===== src/hdl/sles_pkg.sv =====
// ----------------------------------------------------------------------------
// sles_pkg: shared definitions for the save layer elision stack
// Holds the stack sizes, the command codes and the memory request record
// that passes from the stack controller to the top level.
// ----------------------------------------------------------------------------
package sles_pkg;

  // Stack sizing.
  localparam int STACK_DEPTH = 64;
  localparam int INDEX_BITS  = 16;
  localparam int ADDR_BITS   = (STACK_DEPTH > 1) ? $clog2(STACK_DEPTH) : 1;
  localparam int DEPTH_BITS  = $clog2(STACK_DEPTH + 1);

  // Field widths of the channels.
  localparam int OP_BITS        = 3;
  localparam int REC_IDX_BITS   = 16;
  localparam int LAYER_IDX_BITS = 16;

  // Stored index width: the kept index bits that can reach the output.
  localparam int IDX_W = (INDEX_BITS < REC_IDX_BITS) ? INDEX_BITS : REC_IDX_BITS;

  // Count of save levels above the stored stack.
  localparam int EXCESS_BITS = 16;
  localparam logic [EXCESS_BITS-1:0] EXCESS_MAX = '1;

  // Command codes.
  typedef enum logic [OP_BITS-1:0] {
    OP_OTHER      = 3'd0,
    OP_LAYER_SAVE = 3'd1,
    OP_SAVE       = 3'd2,
    OP_DRAW       = 3'd3,
    OP_RESTORE    = 3'd4
  } op_kind_t;

  // Memory requests issued for one accepted command.
  typedef struct packed {
    logic                 wr_flag_en;
    logic                 wr_idx_en;
    logic [ADDR_BITS-1:0] wr_addr;
    logic                 wr_flag;
    logic [IDX_W-1:0]     wr_index;
    logic                 rd_en;
    logic [ADDR_BITS-1:0] rd_addr;
  } mem_req_t;

endpackage


===== src/hdl/save_layer_elision_stack.sv =====
// ----------------------------------------------------------------------------
// save_layer_elision_stack: finds layer saves that can become plain saves
// Top level: command channel, stack memories and the result register.
// ----------------------------------------------------------------------------
// Usage:
//   The in_ channel carries one drawing command per transfer. Save and
//   layer save commands push a level, single draws may clear the top
//   level's match flag, and restores pop a level. When a popped level
//   still matches, its recorded index leaves on the out_ channel.
//   Throughput is one command per cycle while in_stall is low. A restore's
//   result passes through the stack memory read register and then the
//   result register before it appears on out_valid.
//   The stack lives in two synchronous RAMs (match flags and indices);
//   pushes and draw updates write in the transfer cycle, restores read the
//   top entry, so consecutive commands never collide on an entry.
//   Reset clears the stack depth, the overflow count and the valid flags;
//   the memories are not cleared, and no entry is read before it is written.
//   When out_stall holds a result, a pending top read waits in the read
//   stage and in_stall rises until the result register frees up.
// ----------------------------------------------------------------------------
module save_layer_elision_stack (
  input  logic                                 clk,
  input  logic                                 rst_n,
  input  logic                                 in_valid,
  output logic                                 in_stall,
  input  logic [sles_pkg::OP_BITS-1:0]         in_op_kind,
  input  logic [sles_pkg::REC_IDX_BITS-1:0]    in_record_index,
  input  logic                                 in_paint_present,
  input  logic                                 in_paint_has_effect,
  input  logic                                 in_paint_opaque,
  input  logic                                 in_paint_src_over,
  output logic                                 out_valid,
  input  logic                                 out_stall,
  output logic [sles_pkg::LAYER_IDX_BITS-1:0]  out_layer_index
);

  sles_pkg::mem_req_t                  mem_req;
  logic                                in_accept;
  logic                                rd_flag;
  logic [sles_pkg::IDX_W-1:0]          rd_index;
  logic                                rd_valid_r, rd_valid_nxt;
  logic                                out_valid_r, out_valid_nxt;
  logic [sles_pkg::LAYER_IDX_BITS-1:0] out_index_r;
  logic                                read_blocked;
  logic                                load_out;

  // The read stage holds only when it has data and the result register is stuck.
  assign read_blocked = rd_valid_r && out_valid_r && out_stall;
  assign in_stall     = read_blocked;
  assign in_accept    = in_valid && !in_stall;

  sles_ctrl u_ctrl (
    .clk              (clk),
    .rst_n            (rst_n),
    .accept           (in_accept),
    .op_kind          (in_op_kind),
    .record_index     (in_record_index),
    .paint_present    (in_paint_present),
    .paint_has_effect (in_paint_has_effect),
    .paint_opaque     (in_paint_opaque),
    .paint_src_over   (in_paint_src_over),
    .mem_req          (mem_req)
  );

  // Match flag memory.
  sles_ram #(
    .WIDTH (1),
    .DEPTH (sles_pkg::STACK_DEPTH),
    .AW    (sles_pkg::ADDR_BITS)
  ) u_flag_ram (
    .clk   (clk),
    .we    (mem_req.wr_flag_en),
    .waddr (mem_req.wr_addr),
    .wdata (mem_req.wr_flag),
    .re    (mem_req.rd_en),
    .raddr (mem_req.rd_addr),
    .rdata (rd_flag)
  );

  // Save index memory.
  sles_ram #(
    .WIDTH (sles_pkg::IDX_W),
    .DEPTH (sles_pkg::STACK_DEPTH),
    .AW    (sles_pkg::ADDR_BITS)
  ) u_index_ram (
    .clk   (clk),
    .we    (mem_req.wr_idx_en),
    .waddr (mem_req.wr_addr),
    .wdata (mem_req.wr_index),
    .re    (mem_req.rd_en),
    .raddr (mem_req.rd_addr),
    .rdata (rd_index)
  );

  // Read stage and result register control.
  assign load_out = rd_valid_r && !read_blocked && rd_flag;

  always_comb begin
    rd_valid_nxt  = read_blocked ? rd_valid_r : mem_req.rd_en;
    out_valid_nxt = out_valid_r;
    if (load_out) begin
      out_valid_nxt = 1'b1;
    end else if (!out_stall) begin
      out_valid_nxt = 1'b0;
    end
  end

  always_ff @(posedge clk) begin
    if (!rst_n) begin
      rd_valid_r  <= 1'b0;
      out_valid_r <= 1'b0;
    end else begin
      rd_valid_r  <= rd_valid_nxt;
      out_valid_r <= out_valid_nxt;
    end
  end

  // Result payload.
  always_ff @(posedge clk) begin
    if (load_out) begin
      out_index_r <= sles_pkg::LAYER_IDX_BITS'(rd_index);
    end
  end

  assign out_valid       = out_valid_r;
  assign out_layer_index = out_index_r;

endmodule


===== src/hdl/sles_ram.sv =====
// ----------------------------------------------------------------------------
// sles_ram: generic single-port-write, single-port-read synchronous RAM
// One write and one registered read per cycle; the read data holds while
// no read is enabled.
// ----------------------------------------------------------------------------
module sles_ram #(
  parameter int WIDTH = 1,
  parameter int DEPTH = 64,
  parameter int AW    = 6
) (
  input  logic             clk,
  input  logic             we,
  input  logic [AW-1:0]    waddr,
  input  logic [WIDTH-1:0] wdata,
  input  logic             re,
  input  logic [AW-1:0]    raddr,
  output logic [WIDTH-1:0] rdata
);

  logic [WIDTH-1:0] mem [DEPTH];
  logic [WIDTH-1:0] rdata_r;

  // Write port.
  always_ff @(posedge clk) begin
    if (we) begin
      mem[waddr] <= wdata;
    end
  end

  // Registered read port.
  always_ff @(posedge clk) begin
    if (re) begin
      rdata_r <= mem[raddr];
    end
  end

  assign rdata = rdata_r;

endmodule


===== src/hdl/sles_ctrl.sv =====
// ----------------------------------------------------------------------------
// sles_ctrl: stack pointer and overflow count control
// Decodes each accepted command, updates the stack depth and the count of
// levels above the stack, and issues the memory writes and the top read.
// ----------------------------------------------------------------------------
module sles_ctrl (
  input  logic                                 clk,
  input  logic                                 rst_n,
  input  logic                                 accept,
  input  logic [sles_pkg::OP_BITS-1:0]         op_kind,
  input  logic [sles_pkg::REC_IDX_BITS-1:0]    record_index,
  input  logic                                 paint_present,
  input  logic                                 paint_has_effect,
  input  logic                                 paint_opaque,
  input  logic                                 paint_src_over,
  output sles_pkg::mem_req_t                   mem_req
);

  logic [sles_pkg::DEPTH_BITS-1:0]  depth_r, depth_nxt;
  logic [sles_pkg::EXCESS_BITS-1:0] excess_r, excess_nxt;
  logic [sles_pkg::DEPTH_BITS-1:0]  top_pos;
  logic                             stack_full;
  logic                             save_plain;
  logic                             draw_plain;

  // Paint classification: absent paint always counts as plain.
  assign save_plain = !paint_present ||
                      (!paint_has_effect && paint_opaque && paint_src_over);
  assign draw_plain = !paint_present || (!paint_has_effect && paint_src_over);

  assign top_pos    = depth_r - sles_pkg::DEPTH_BITS'(1);
  assign stack_full = (depth_r >= sles_pkg::DEPTH_BITS'(sles_pkg::STACK_DEPTH));

  // Command decode and memory requests.
  always_comb begin
    depth_nxt          = depth_r;
    excess_nxt         = excess_r;
    mem_req.wr_flag_en = 1'b0;
    mem_req.wr_idx_en  = 1'b0;
    mem_req.wr_addr    = depth_r[sles_pkg::ADDR_BITS-1:0];
    mem_req.wr_flag    = 1'b0;
    mem_req.wr_index   = record_index[sles_pkg::IDX_W-1:0];
    mem_req.rd_en      = 1'b0;
    mem_req.rd_addr    = top_pos[sles_pkg::ADDR_BITS-1:0];
    if (accept) begin
      case (op_kind)
        sles_pkg::OP_LAYER_SAVE, sles_pkg::OP_SAVE: begin
          if (excess_r == '0 && !stack_full) begin
            mem_req.wr_flag_en = 1'b1;
            mem_req.wr_idx_en  = 1'b1;
            mem_req.wr_flag    = (op_kind == sles_pkg::OP_LAYER_SAVE) && save_plain;
            depth_nxt          = depth_r + sles_pkg::DEPTH_BITS'(1);
          end else if (excess_r != sles_pkg::EXCESS_MAX) begin
            excess_nxt = excess_r + sles_pkg::EXCESS_BITS'(1);
          end
        end
        sles_pkg::OP_DRAW: begin
          // Clearing an already clear flag is harmless, so no read is needed.
          if (excess_r == '0 && depth_r != '0 && !draw_plain) begin
            mem_req.wr_flag_en = 1'b1;
            mem_req.wr_addr    = top_pos[sles_pkg::ADDR_BITS-1:0];
          end
        end
        sles_pkg::OP_RESTORE: begin
          if (excess_r != '0) begin
            excess_nxt = excess_r - sles_pkg::EXCESS_BITS'(1);
          end else if (depth_r != '0) begin
            depth_nxt     = top_pos;
            mem_req.rd_en = 1'b1;
          end
        end
        default: begin
        end
      endcase
    end
  end

  // Stack pointer and overflow count.
  always_ff @(posedge clk) begin
    if (!rst_n) begin
      depth_r  <= '0;
      excess_r <= '0;
    end else begin
      depth_r  <= depth_nxt;
      excess_r <= excess_nxt;
    end
  end

  // The stack pointer never passes the stack size.
  a_depth_bound: assert property (@(posedge clk) disable iff (!rst_n)
    depth_r <= sles_pkg::DEPTH_BITS'(sles_pkg::STACK_DEPTH))
    else $error("stack depth beyond stack size");

  // Levels are only counted once the stored stack is full.
  a_excess_full: assert property (@(posedge clk) disable iff (!rst_n)
    excess_r != '0 |-> stack_full)
    else $error("overflow count while stack not full");

  // A command never both reads and writes the stack.
  a_rd_wr_excl: assert property (@(posedge clk) disable iff (!rst_n)
    mem_req.rd_en |-> !(mem_req.wr_flag_en || mem_req.wr_idx_en))
    else $error("read and write issued together");

  // A top read always pops exactly one stored level.
  a_pop_depth: assert property (@(posedge clk) disable iff (!rst_n)
    mem_req.rd_en |=> depth_r == $past(top_pos))
    else $error("pop did not lower the depth by one");

endmodule


===== config.mk =====
export PLATFORM = sky130hd
export DESIGN_NAME = save_layer_elision_stack
export DESIGN_NICKNAME = d
export VERILOG_FILES = /design/src/hdl/sles_pkg.sv /design/src/hdl/save_layer_elision_stack.sv /design/src/hdl/sles_ram.sv /design/src/hdl/sles_ctrl.sv
export SDC_FILE = /design/constraint.sdc
export NUM_CORES = 1
export LEC_CHECK = 0
export BUFFER_PORTS_ARGS = -buffer_cell sky130_fd_sc_hd__clkbuf_2
export CORE_MARGIN = 5
export CORE_UTILIZATION = 36
export CTS_CLUSTER_SIZE = 30
export DETAILED_ROUTE_END_ITERATION = 10
export GPL_ROUTABILITY_DRIVEN = 1
export SYNTH_ARGS = -nofsm -noshare
export SYNTH_HDL_FRONTEND = slang
export SYNTH_SLANG_ARGS = --single-unit

===== constraint.sdc =====
create_clock -name clk -period 24.3 [get_ports clk]
set_input_delay 3.645 -clock clk [delete_from_list [all_inputs] [get_ports clk]]
set_output_delay 3.645 -clock clk [all_outputs]
set_load 0.05 [all_outputs]

# After elaboration in Yosys (flattened, before gate mapping)
# Memories as Yosys holds them, arrays and structs flattened. A register that Yosys moved wholly into a read port is not among the register bits.
# Cells that the tools add are included.
# totals
out_inout_bits	18
n_memories	2
reg_bits	41
wordCells	77
input_bits	27
ram_bits	1088
# op_classes
eq_ne	12
reduce_logical	26
n_lt_le_gt_ge	1
add_sub_neg	4
mux	27
# mem_list
name	words	width	read_ports	rd_clocked_by_memory_dff	wr	line	source
u_index_ram.mem	64	16	1	1	1	sles_ram.sv:20	logic [WIDTH-1:0] mem [DEPTH];
u_flag_ram.mem	64	1	1	1	1	sles_ram.sv:20	
# op_table
operator	count
2-to-1 mux 16 bit	3
one-hot mux 16 bit (2 select lines)	1
2-to-1 mux 7 bit	3
adder 16 x 1 -> 16 bit, second input constant	1
logical NOT 16 bit	1
!= test 16 bit, second input constant	1
nonzero test 16 bit	1
subtractor 16 x 1 -> 16 bit, second input constant	1
2-to-1 mux 1 bit	14
one-hot mux 7 bit (2 select lines)	1
logical AND 1 bit	12
2-to-1 mux 6 bit	2
!= test 2 x 1 -> 1 bit, second input constant	5
AND reduction 5 bit	2
2-to-1 mux 9 bit	1
adder 7 x 1 -> 7 bit, second input constant	1
greater-or-equal comparator 7 bit, second input constant	1
nonzero test 7 bit	1
subtractor 7 x 1 -> 7 bit, second input constant	1
== test 3 x 2 -> 1 bit, second input constant	2
logical NOT 1 bit	5
!= test 2 bit, second input constant	2
== test 3 x 1 -> 1 bit, second input constant	1
== test 3 bit, second input constant	1
5 further kinds	6

# Longest topological paths before layout
# Gate-level depths: netlist of run 1.
# depth
depth_word	10
ltp_mapped	13

# Cells and area by module
# From an unflattened synthesis of run 1, not the netlist that was laid out.
# hier_totals
cells_unflattened	2341
area_unflattened_um2	45822.7
# by_module_without_submodules
mod	area_each_um2	n_inst	cells_each	seq_area_each_um2
sles_ram at u_index_ram	40202.3	1	1829	31230.0
sles_ram at u_flag_ram	2924.1	1	204	1951.9
sles_ctrl	2130.8	1	283	460.4
save_layer_elision_stack	565.5	1	25	520.5

# Worst setup path after synthesis of run 1
# Ideal clock, no wire load.
# synth_path
kind	input-to-reg
from	in out_stall
to	mem u_flag_ram.mem[0] (data pin)
path_slack_ns	12.882
arrival_ns	10.132
stages	4
required_ns	23.014
path_cell_list	and3_1 nor2b_1 nand3_1 a2111oi_0
# synth_between
elab_chain_cells	4
# synth_lines
item	line	source
from (decl)	save_layer_elision_stack.sv:33	input logic out_stall,
logical AND 1 bit	save_layer_elision_stack.sv:48	assign read_blocked = rd_valid_r && out_valid_r && out_stall;
logical NOT 1 bit	save_layer_elision_stack.sv:50	assign in_accept = in_valid && !in_stall;
logical AND 1 bit	save_layer_elision_stack.sv:50	
2-to-1 mux 9 bit	sles_ctrl.sv:45	if (accept) begin
net u_flag_ram.wdata	sles_ram.sv:14	input logic [WIDTH-1:0] wdata,
to (decl)	sles_ram.sv:20	
# The timed path passes the listed nets, and every way through them passes these cells.

# Final worst setup path of run 1
# layout_path
from	in out_stall
to	out in_stall
# layout_between
elab_chain_cells	1
# layout_lines
item	line	source
logical AND 1 bit	save_layer_elision_stack.sv:48	
to (decl)	save_layer_elision_stack.sv:25	output logic in_stall,
# Every way passes these cells.

==> impl_metrics.env, run 1 <==
export IMPL_status="complete, no violations"
export IMPL_io_pin_count=45
export IMPL_start_kind="primary input"
export IMPL_synth_flop_cell="edfxtp_1"
export IMPL_finalWirelength_um=104000
export IMPL_drc=0
export IMPL_grt_use_total_pct=15.8
export IMPL_numCtsBuffers=115
export IMPL_min_period_over_period_pct=32.5
export IMPL_grt_pass1_wl_um=153000
export IMPL_die_x_um=364
export IMPL_htreeDepth=3
export IMPL_cts_sinks=1146
export IMPL_port_buffers=44
export IMPL_leakagePower_nw=15.5
export IMPL_cts_tree="yes"
export IMPL_cap_violations=0
export IMPL_path_class="primary input to output pin"
export IMPL_synth_top_area_share_pct=74.5
export IMPL_syn_area_um2=45200
export IMPL_synth_ff_latch_count=1146
export IMPL_finalHoldViolations=0
export IMPL_cts_root_buf="clkbuf_16"
export IMPL_rows=130
export IMPL_async_reset_ff_share_pct=0
export IMPL_grt_ovfl_total=0
export IMPL_fmax_ghz=0.127
export IMPL_drive_above_1_share_pct=28.8
export IMPL_final_util_pct=40.8
export IMPL_finalNetCount=2248
export IMPL_synth_nets=2124
export IMPL_initial_utilization_pct=36.1
export IMPL_hpwlAfterDp_um=60700
export IMPL_core_area_um2=125000
export IMPL_ys_warn_count=0
export IMPL_cp_required_ns=20.65
export IMPL_hold_slack_ns=0.417
export IMPL_arrival_ns=4.25
export IMPL_gp_congestion=0.830
export IMPL_final_min_clock_period_ns=7.89
export IMPL_grt_max_degree=94
export IMPL_cts_resized=0
export IMPL_setup_tns_ns=0
export IMPL_cts_hold_buf=0
export IMPL_clock_path_buffers=3
export IMPL_ys_seq_area_share_pct=75.7
export IMPL_ir_drop_mv=0.0631
export IMPL_viasPerCell=5.37
export IMPL_ant_nets=0
export IMPL_worst_path_max_fanout=3
export IMPL_cp_end_kind="output pin"
export IMPL_setup_violations=0
export IMPL_dieHeight_um=364
export IMPL_final_max_slew_violation_count=0
export IMPL_clock_latency_ns=0.69
export IMPL_synth_top_area_cell="edfxtp_1"
export IMPL_antenna_found_initial=4
export IMPL_synthTopCellsByArea="edfxtp_1, mux4_2, nor2_1"
export IMPL_rsz0062_at_grt="false"
export IMPL_final_common_cell="edfxtp_1"
export IMPL_drt_initial_drc_count=2339
export IMPL_num_vias=21200
export IMPL_pre_cts_slack_ns=16.40
export IMPL_total_power_w=0.00420
export IMPL_synthToLayoutAreaGrowth_pct=13.1
export IMPL_final_cell_mix="edfxtp_1, mux4_2, nor2_1"
export IMPL_grt_pass1_vias=21900
export IMPL_fin_ws_ns=16.41
export IMPL_hold_path_class="flop to flop"
export IMPL_wire_per_inst_um=26.4
export IMPL_relSlewSlack_pct=11.4
export IMPL_path_clk_slew_ns=0.05
export IMPL_synth_area_per_cell_um2=21.7
export IMPL_powerDensity_nw_per_um2=82.2
export IMPL_syn_inst=2080
export IMPL_cts_setup_buffers=0
export IMPL_synth_edf_count=1121
export IMPL_first_pass_iters=7
export IMPL_die_area_um2=133000
export IMPL_netlist_cell_type_count=64
export IMPL_worst_slew_pin_slew_ns=1.32
export IMPL_clock_skew_final_ns=0.0329
## logic make-up after synthesis
kind of cell               count (synthesis)  share of synthesized area (%)
adders and majority gates                 17                          0.488
xor gates and xnor gates                  20                          0.405
muxes                                    343                           17.0
and+or+nand+nor                          302                           3.05
buffers and inverters                    120                           1.23
AOI/OAI and AO/OA                        132                           2.16
DFF                                     1146                           75.7
## layer usage
metal | GRT usage [%] | vias to the layer above | wire length [um] | part of all wire, %
li1 | - | 9017 | - | -
met1 | 21.6 | 11300 | 43100 | 41
met2 | 25.9 | 725 | 51300 | 49
met3 | 3.38 | 143 | 7640 | 7.3
met4 | 4.03 | 2 | 2200 | 2.1
met5 | 0 | - | 13 | 0.012
## cell type report
cell class | count | area [um2]
antenna | 1 | 2.50
timing repair buffer | 113 | 751
multi-input combinational | 814 | 10600
clock inverter | 57 | 395
fill | 10700 | 74000
tap | 1650 | 2060
sequential | 1146 | 34200
inverter | 14 | 52.6
clock buffer | 151 | 3090
## worst max-delay path, stage by stage
cell and delay, ns:
clkbuf_2 0.10, and3_1 0.21, clkbuf_2 0.29
## registers in the layout, summed over array words and instances, names as in the netlist
name	cells
out_layer_index	16
out_valid	1
rd_valid_r	1
u_ctrl.depth_r	7
u_ctrl.excess_r	16
u_flag_ram.mem	64
u_flag_ram.rdata	1
u_index_ram.mem	1024
u_index_ram.rdata	16
## through the flow
stage               cell area, um2  cells
finish                       51100   3946
global route                 51100   3945
CTS                          51100   3945
detailed placement           47600   3737
global placement             47600   3737
floorplan                    45200   2080
## report_power, final
group	total (W)	internal [W]	switching [W]
combinational	0.000375	0.000153	0.000222
clock	0.00165	0.000930	0.000717
sequential	0.00218	0.00217	0.00000344
## cell usage after synthesis (all sizes together), types with 9 or more instances
cell / instances
edfxtp: 1121
mux4: 340
nor2: 159
buf: 60
nand2: 52
clkbuf: 46
a22oi: 38
dfxtp: 25
o21ai: 21
a21oi: 20
ha: 16
xnor2: 15
nand3: 14
inv: 12
nor2b: 12
nor3: 12
nor4: 10
and2: 9
## final timing paths
check | startpoint | end | slack, ns | cells after the start
max | out_stall | in_stall | 16.41 | 3
min | u_index_ram.rdata[11] | out_layer_index[11] | 0.42 | 0
max reg2reg | u_ctrl.depth_r[0] | u_index_ram.mem[37][1] | 18.76 | 7
min reg2reg | u_index_ram.rdata[11] | out_layer_index[11] | 0.42 | 0
Note: power is estimated with default switching activity, not from simulation.
==> run 2: changes to the inputs <==
clock period = 6.8 ns   (was 24.3 ns; I/O delays follow)
==> run 2 against run 1 <==
Clock skew fell by 0.0054 ns. Die area unchanged. Clock power rose to 3.5 times the previous value. Design area hardly changed. Critical endpoint is now u_index_ram.mem[12][0]. Via count increased by 0.81%.
==> impl_metrics.env, run 2 (same netlist as run 1, synthesis figures left out) <==
export IMPL_final_min_clock_period_ns=5.18
export IMPL_port_buffers=44
export IMPL_relSlewSlack_pct=16.4
export IMPL_rsz0062_at_grt="false"
export IMPL_setup_violations=0
export IMPL_p_sw_w=0.00338
export IMPL_path_clk_slew_ns=0.06
export IMPL_leakagePower_nw=15.4
export IMPL_io_pin_count=45
export IMPL_finalHoldViolations=0
export IMPL_cts_tree="yes"
export IMPL_numCtsBuffers=115
export IMPL_critPathMaxStageDelay_ns=0.87
export IMPL_status="complete, no violations"
export IMPL_postLayoutCellArea_um2=51100
export IMPL_crit_family="simple AND/OR/NAND/NOR gates"
export IMPL_fillers=10800
export IMPL_pre_cts_slack_ns=1.57
export IMPL_drt_initial_drc_count=2402
export IMPL_drive_above_1_share_pct=29.5
export IMPL_initial_utilization_pct=36.1
export IMPL_arrival_ns=5.47
export IMPL_total_power_w=0.0150
export IMPL_timing_critical_path_buf_inv=1
export IMPL_worst_slew_pin_slew_ns=1.25
export IMPL_clock_path_buffers=3
export IMPL_rows=130
export IMPL_cpMaxStageDelayCell="nor2_2"
export IMPL_cts_root_buf="clkbuf_16"
export IMPL_final_common_cell="edfxtp_1"
export IMPL_fmax_ghz=0.193
export IMPL_die_area_um2=133000
export IMPL_htreeDepth=3
export IMPL_path_class="flop to flop"
export IMPL_synthToLayoutAreaGrowth_pct=13.1
export IMPL_core_area_um2=125000
export IMPL_final_cell_mix="edfxtp_1, mux4_2, clkbuf_16"
export IMPL_grt_ovfl_total=0
export IMPL_hold_path_class="flop to flop"
export IMPL_ant_nets=0
export IMPL_regMostFlops="u_index_ram.mem"
export IMPL_grt_pass1_vias=21700
export IMPL_gp_congestion=0.813
export IMPL_drc=0
export IMPL_cts_setup_buffers=0
export IMPL_clock_skew_final_ns=0.0275
export IMPL_wire_per_inst_um=26.2
export IMPL_hpwlAfterDp_um=60900
export IMPL_start_kind="flop"
export IMPL_antenna_found_initial=2
export IMPL_first_pass_iters=5
export IMPL_pwr_share_seq_pct=52.0
export IMPL_cap_violations=0
export IMPL_num_vias=21400
export IMPL_path_cells="clkinv_1 > ha_4 > nand2b_1 > o311a_1 > nand3_1 > nor4_1 > a211oi_1 > or3_1 > nor2_2"
export IMPL_fin_ws_ns=1.62
export IMPL_viasPerCell=5.43
export IMPL_placed_cells=3724
export IMPL_dieHeight_um=364
export IMPL_cts_resized=0
export IMPL_place_area_um2=47600
export IMPL_finalNetCount=2235
export IMPL_largest_register_ffs=1024
export IMPL_p_comb_share_pct=8.8
export IMPL_grt_use_total_pct=15.5
export IMPL_grt_pass1_wl_um=151000
export IMPL_finalWirelength_um=103000
export IMPL_worst_path_max_fanout=35
export IMPL_clockPowerShare_pct=39.1
export IMPL_p_int_w=0.0116
export IMPL_setup_tns_ns=0
export IMPL_swShare_pct=22.6
export IMPL_cp_end_kind="flop"
export IMPL_cp_required_ns=7.09
export IMPL_ir_drop_mv=0.205
export IMPL_clock_latency_ns=0.69
export IMPL_largestRegisters="u_index_ram.mem x1024, u_flag_ram.mem x64"
export IMPL_powerDensity_nw_per_um2=293
export IMPL_min_period_over_period_pct=76.2
export IMPL_cts_hold_buf=0
export IMPL_finalNonFillerCells=3937
export IMPL_final_max_slew_violation_count=0
export IMPL_grt_max_degree=142
export IMPL_cts_sinks=1146
export IMPL_die_x_um=364
==> run 2: worst register-to-register path, cell delays in order (launching register included) <==
cell,delay [ns]
dfxtp_4,0.78
clkinv_1,0.50
ha_4,0.33
nand2b_1,0.15
o311a_1,0.41
nand3_1,0.48
nor4_1,0.37
a211oi_1,0.16
or3_1,0.73
nor2_2,0.88
==> run 2: per-stage QoR <==
step           util [%]  hold WS (ns)
6_report           40.8         0.410
5_1_grt            40.8         0.416
4_1_cts            40.8         0.414
3_5_place_dp       38.0         0.414
3_3_place_gp       38.0         0.407
2_1_floorplan         -         0.400
==> run 2: worst paths after layout <==
kind	slack, ns	endpoint	cells past startpoint	from
max	1.62	u_index_ram.mem[12][0]	9	u_ctrl.depth_r[0]
min	0.41	out_layer_index[5]	0	u_index_ram.rdata[5]
max reg2reg	1.62	u_index_ram.mem[12][0]	9	u_ctrl.depth_r[0]
min reg2reg	0.41	out_layer_index[5]	0	u_index_ram.rdata[5]
==> run 2: power by group through the flow <==
stage	Sequential, W	Combinational, W	Clock, W
floorplan	0.00792	0.000823	0
global placement	0.00793	0.00132	0
detailed placement	0.00793	0.00134	0
CTS	0.00778	0.00134	0.00598
global route	0.00778	0.00139	0.00630
finish	0.00778	0.00132	0.00585
==> run 2: per-layer routing <==
metal | GRT usage, % | wire length [um] | vias up
met5 | 0 | 0 | -
met3 | 3.23 | 7820 | 136
li1 | - | - | 8977
met4 | 3.48 | 1840 | 0
met1 | 22.1 | 44400 | 11400
met2 | 24.7 | 49300 | 819
==> run 2: cell type report <==
cell class | instances | area (um2) | share of cell area (%)
Clock inverter | 67 | 458 | 0.897
Inverter | 14 | 52.6 | 0.103
Tap cell | 1650 | 2060 | 4.04
Antenna cell | 1 | 2.50 | 0.00490
Multi-Input combinational cell | 814 | 10600 | 20.8
Timing Repair Buffer | 100 | 703 | 1.38
Sequential cell | 1146 | 34200 | 66.9
Clock buffer | 145 | 3010 | 5.90
